[config.mk]
export PLATFORM = sky130hd
export DESIGN_NAME = ga_div
export DESIGN_NICKNAME = d
export VERILOG_FILES = /design/src/ga_pkg.sv /design/src/ga_div.sv
export SDC_FILE = /design/constraint.sdc
export NUM_CORES = 1
export LEC_CHECK = 0
export BUFFER_PORTS_ARGS = -buffer_cell sky130_fd_sc_hd__buf_2
export CAP_MARGIN = 20
export CORE_MARGIN = 1
export CORE_UTILIZATION = 50
export CTS_CLUSTER_SIZE = 8
export DETAILED_ROUTE_END_ITERATION = 8
export PLACE_DENSITY = 0.73
export SLEW_MARGIN = 20
export SYNTH_ARGS = -nofsm -noshare
export SYNTH_HDL_FRONTEND = slang
export SYNTH_SLANG_ARGS = --single-unit
export TNS_END_PERCENT = 30
[constraint.sdc]
create_clock -name i_clk -period 2.76 [get_ports i_clk]
set_input_delay 0.552 -clock i_clk [delete_from_list [all_inputs] [get_ports i_clk]]
set_output_delay 0.552 -clock i_clk [all_outputs]
set_load 0.03 [all_outputs]
[src/ga_pkg.sv]
// Shared types, constants and helper functions for the grouped bitmap allocator.
// Depends on nothing; every other file refers to it by scoped names.
package ga_pkg;

    // Fixed geometry: 16 groups of up to 1024 blocks, 64-bit bitmap words
    localparam int MAX_GROUPS  = 16;
    localparam int MAX_BPG     = 1024;
    localparam int WORD_BITS   = 64;
    localparam int WORDS       = MAX_GROUPS * MAX_BPG / WORD_BITS;
    localparam int ADDR_W      = $clog2(WORDS);
    localparam int GRP_W       = $clog2(MAX_GROUPS);
    localparam int BIT_W       = $clog2(WORD_BITS);
    localparam int IDX_W       = $clog2(MAX_BPG);
    localparam int WIG_W       = IDX_W - BIT_W;

    // Field widths
    localparam int BLK_W       = 15;
    localparam int BPG_W       = 11;
    localparam int GC_W        = 5;

    // Configuration register reset values
    localparam logic [BPG_W-1:0] BPG_RST   = 11'd1024;
    localparam logic [GC_W-1:0]  GC_RST    = 5'd16;
    localparam logic [BLK_W-1:0] TOTAL_RST = 15'd16384;

    // Request actions
    localparam logic ACT_ALLOC = 1'b0;
    localparam logic ACT_FREE  = 1'b1;

    typedef logic [WORD_BITS-1:0] t_word;

    // Result codes
    typedef enum logic [1:0] {
        ST_OK      = 2'd0,
        ST_NOFREE  = 2'd1,
        ST_INVALID = 2'd2,
        ST_DOUBLE  = 2'd3
    } t_status;

    // Configuration register indexes
    typedef enum logic [1:0] {
        CFG_BPG   = 2'd0,
        CFG_GC    = 2'd1,
        CFG_FDB   = 2'd2,
        CFG_TOTAL = 2'd3
    } t_cfg_idx;

    // Bitmap memory request
    typedef struct packed {
        logic              re;
        logic              we;
        logic [ADDR_W-1:0] addr;
        t_word             wdata;
    } t_ram_req;

    // Position of the lowest set bit
    function automatic logic [BIT_W-1:0] lowest_set(input t_word v);
        logic [BIT_W-1:0] f;
        f = '0;
        for (int k = WORD_BITS - 1; k >= 0; k--) begin
            if (v[k]) f = BIT_W'(k);
        end
        return f;
    endfunction

    // Position of the highest set bit
    function automatic logic [BIT_W-1:0] highest_set(input t_word v);
        logic [BIT_W-1:0] f;
        f = '0;
        for (int k = 0; k < WORD_BITS; k++) begin
            if (v[k]) f = BIT_W'(k);
        end
        return f;
    endfunction

endpackage

[src/ga_div.sv]
// Restoring divider, one quotient bit per cycle, splits a block offset
// into group and index. Depends on ga_pkg.
module ga_div (
    input  logic                       i_clk,
    input  logic                       i_rst_n,
    input  logic                       i_start,
    input  logic [ga_pkg::BLK_W-1:0]   i_dividend,
    input  logic [ga_pkg::BPG_W-1:0]   i_divisor,
    output logic                       o_done,
    output logic [ga_pkg::BLK_W-1:0]   o_quot,
    output logic [ga_pkg::BPG_W-1:0]   o_rem
);

    logic                       r_run;
    logic                       r_done;
    logic [3:0]                 r_cnt;
    logic [ga_pkg::BLK_W-1:0]   r_dvd;
    logic [ga_pkg::BPG_W-1:0]   r_div;
    logic [ga_pkg::BPG_W-1:0]   r_rem;
    logic [ga_pkg::BPG_W:0]     sh;
    logic                       ge;

    // One trial subtraction per cycle
    assign sh = {r_rem, r_dvd[ga_pkg::BLK_W-1]};
    assign ge = (sh >= {1'b0, r_div});

    always_ff @(posedge i_clk) begin
        if (!i_rst_n) begin
            r_run  <= 1'b0;
            r_done <= 1'b0;
            r_cnt  <= '0;
        end else begin
            r_done <= 1'b0;
            if (i_start) begin
                r_run <= 1'b1;
                r_cnt <= 4'(ga_pkg::BLK_W - 1);
            end else if (r_run) begin
                r_cnt <= r_cnt - 4'd1;
                if (r_cnt == 4'd0) begin
                    r_run  <= 1'b0;
                    r_done <= 1'b1;
                end
            end
        end
    end

    // Datapath: quotient bits shift in where dividend bits leave
    always_ff @(posedge i_clk) begin
        if (i_start) begin
            r_dvd <= i_dividend;
            r_div <= i_divisor;
            r_rem <= '0;
        end else if (r_run) begin
            r_dvd <= {r_dvd[ga_pkg::BLK_W-2:0], ge};
            r_rem <= ge ? ga_pkg::BPG_W'(sh - {1'b0, r_div}) : sh[ga_pkg::BPG_W-1:0];
        end
    end

    assign o_done = r_done;
    assign o_quot = r_dvd;
    assign o_rem  = r_rem;

endmodule

[Yosys cells after proc, flatten, opt, wreduce, memory -nomap -nowiden]
Cells that the tools add are included.
W data, S select, Z words.
Cells by class
  $lt $le $gt $ge: 1
  reductions and logical operators: 4
  add/subtract/negate cells: 2
  bitwise gates (word level): 2
  multiplexer cells: 9
Operators with widths (number)
  $mux W15: 2
  $ge A12 B11 Y1: 1
  $mux W11: 1
  $sub A11 B11 Y11: 1
  $mux W4: 2
  $logic_not A4 Y1: 1
  $mux W1: 4
  $sub A4 B1 Y4 const B: 1
  $reduce_or A3 Y1: 1
  $not A1 Y1: 2
  $reduce_bool A2 Y1: 1
  $reduce_or A2 Y1: 1
Word-level totals
  register bits after elaboration: 43
  output and inout port bits: 27
  word-level logic and storage cells: 25
  input port bits: 29

[Depth between registers and ports, before layout]
  depth after elaboration: 4
  gate-level depth with buffers: 10
  gate-level depth less buffers: 9

[Worst setup path after synthesis]
Ideal clock, no wire load.
  path type: reg-to-reg
  start: register r_dvd (netlist bit o_quot[14])
  end: register r_rem (netlist bit o_rem[0])
  slack: 297 ps
  clock period less this slack: 2463 ps
  cell stages (with the launch flop): 10
  required time: 2681 ps
  buffers on the path: 0
  setup time: 79 ps
  data arrival time: 2384 ps
  cells stage by stage: edfxtp_1 -> inv_1 -> ha_1 -> fa_1 -> nor2b_4 -> o31a_1 -> o21ai_4 -> o21ai_2 -> mux2_4 -> a211oi_2
Between the ends
  cells in the longest elaborated chain, start to end: 2
  elaborated cells between the ends (all ways): 3
  those cells by class: add/sub (1); order compare (1); mux (1)
Ends and longest elaborated chain
  from (decl): line ga_div.sv:17  | logic [ga_pkg::BLK_W-1:0] r_dvd;
  from (signal assigned): line ga_div.sv:50  | r_dvd <= i_dividend;
  from (signal assigned): line ga_div.sv:54  | r_dvd <= {r_dvd[ga_pkg::BLK_W-2:0], ge};
  $sub A11 B11 Y11 or $ge A12 B11 Y1 (tied branches): line ga_div.sv:55, ga_div.sv:25
  $mux W11 *: line ga_div.sv:55  | r_rem <= ge ? ga_pkg::BPG_W'(sh - {1'b0, r_div}) : sh[ga_pkg::BPG_W-1:0];
  to (signal assigned): line ga_div.sv:55
  to (decl): line ga_div.sv:19  | logic [ga_pkg::BPG_W-1:0] r_rem;
Every way passes the cells marked *; elsewhere a longest branch is shown, timed or not.
A chain may end at the register's enable or synchronous reset.

[Final worst setup path]
  start: register r_dvd (netlist bit o_quot[14])
  end: register r_rem (netlist bit o_rem[2])
The elaborated chain is that of the path after synthesis.

==> reports/results.ini <==
[outcome]
outcome=finished, violations left
violations=design-rule violations

[detailed_routing]
vias=1754
first_pass_iters=6
ant_nets=0
via_per_inst=5.48
post_drt_wl_per_cell_microns=14.4
routed_wl_mm=4.62
drtIter0Drc=96
drc=6

[logic_synthesis]
synth-async-reset-ratio_pct=0
ys_seq_area_share_pct=47.4
yosysUniqueCellTypes=48
yosysTopAreaCell=edfxtp_1
synth_top_area_share_pct=33.0
postSynthCellCount=210
synth_edf_count=26
syn-num-nets=253
ys_top_cells_by_area=edfxtp_1 (33%), dfxtp_1 (14%), mux2_2 (7.1%), ha_1 (6.9%), nor2_1 (2.9%)
ys_seq_elements=43
yosys_warnings=0
synth_top_flop_cell=edfxtp_1
synth_area_sq_um=2360
syn_avg_cell_area_sq_um=11.3

[die]
rows=24
io_pins=56
die_h_microns=70.8
die_w_microns=70.8
dieArea_sq_um=5010
fp.coreArea_sq_um=4440
start_util_pct=53.2

[clock_network]
clk_pin_slew_ns=0.08
h-tree-depth=2
clk_path_buf_depth=2
cts-resized-gates=0
cts_tree=built
clock-sinks=43
hold_buffers=0
clk_latency_ns=0.29
numCtsBuffers=5
cts_setup_buffers=0
ctsRootBufferMaster=clkbuf_8

[setup_path]
cp_max_fo=5
startpoint_type=flip-flop
ff2ff_path_depth=10
worstPathArrival_ns=2.61
cp.required_ns=2.91
worstSetupPathType=reg -> reg
worstSetupEndpointType=flip-flop

[grt]
track_usage_pct=19.4
grt_overflow=0
antenna_found_initial=0
grt_max_degree=32
grt_pass1_wl_mm=7.50
grt_pass1_vias=1609

[timing]
finalSetupViolations=0
tightest_slew_ns=0.655
fmax_ghz=0.406
rsz0062_at_grt=false
slew_headroom_pct=56.3
fin_worst_skew_ns=0.00404
layout_min_cycle_time_ns=2.46
fin_setup_tns_ns=0
hold_viol=0
finalCritPeriodShare_pct=89.2
drv_slew=0

[run]
cap_violations=0

[place]
place_area_sq_um=2690
dp_hpwl_mm=3.38
gp_congestion=0.809
portBuffers=55

[power]
p_leak_uw=0.00119
power_density_nw_per_um2=614
ir_drop_v=0.000392

[cells_and_area]
nNetsFinal=310
final_cell_mix=buf_2 (55), edfxtp_1 (26), nor2_1 (18)
num_antenna_cells=0
fillers=375
layout_commonest_cell=buf_2
area_growth_pct=17.2
drive_gt1_share_pct=34.0
design_area_sq_um=2770

[hold_path]
min_delay_path_depth=1
hp-class=in -> reg

cell type report:
type,instances,area (sq um),area share [%]
timing repair buffer,59,305,11.0
clock buffer,6,72.6,2.62
clock inverter,2,12.5,0.451
sequential,43,1120,40.5
inverter,16,60.1,2.17
tap,52,65.1,2.35
multi-input combinational,142,1130,40.9
cell families (layout without fill, tap and decap cells):
kind of cell / Yosys count / count (layout) / synth area share [%]
AOI/OAI and AO/OA: 42 / 42 / 12.5
xor gates and xnor gates: 8 / 8 / 2.96
adders and majority gates: 14 / 14 / 7.73
buffers and inverters: 25 / 83 / 4.60
DFF: 43 / 43 / 47.4
muxes: 22 / 22 / 10.3
and+or+nand+nor: 56 / 56 / 14.5
power by group:
group / internal [uW] / switching (uW)
clock network: 177 / 213
registers: 749 / 42.0
logic: 216 / 304
total: 1140 / 559
cells in the mapped netlist (all sizes together) (2+ instances only):
master and n:
edfxtp 26, nor2 18, dfxtp 17, inv 16, mux2 16, ha 13, o21ai 10, nand2 9
a211oi 8, a21oi 7, xnor2 7, mux2i 6, nand2b 6, clkbuf 5, o21a 5, buf 4
nand3b 3, nor2b 3, o211ai 3, a311oi 2, nand3 2, nor3 2, nor3b 2, nor4 2
nor4bb 2, o22ai 2, o31a 2
state kept, by name, summed over array words and instances (netlist names):
name / flops
o_rem: 11
r_cnt: 4
r_div: 11
o_done: 1
o_quot: 15
r_run: 1
path summary, 6_finish.rpt:
| path | from | endpoint | slack [ns] |
|---|---|---|---|
| worst max-delay path | o_quot[14] | o_rem[2] | 0.30 |
| worst min register to register | o_rem[7] | o_rem[7] | 0.53 |
| worst max register to register | o_quot[14] | o_rem[2] | 0.30 |
| worst min-delay path | i_divisor[2] | r_div[2] | 0.43 |
routing by layer:
metal	track usage, %	part of all wire (%)
met5	0	0
met4	6.22	0.82
met3	5.27	4.4
met2	30.7	49
met1	26.0	46
critical path: stages (launching register included):
cell and delay, ns:
edfxtp_1 0.36, inv_1 0.07, ha_1 0.22, fa_1 0.45
nor2b_4 0.13, o31a_1 0.21, o21ai_4 0.11, o21ai_2 0.25
buf_4 0.21, mux2i_1 0.19, a211oi_1 0.10
through the flow:
stage / std cells / setup slack (ns) / hold slack [ns] / utilization (%) / total power (uW)
finish: 320 / 0.299 / 0.433 / 62.4 / 1700
global route: 320 / 0.149 / 0.413 / 62.4 / 1790
CTS: 320 / 0.289 / 0.424 / 62.4 / 1710
detailed placement: 312 / 0.317 / 0.519 / 60.4 / 1320
global placement: 312 / 0.447 / 0.507 / 60.4 / 1310
floorplan: 210 / 0.297 / 0.511 / - / 1200
Power figures use the tool's default switching activity.
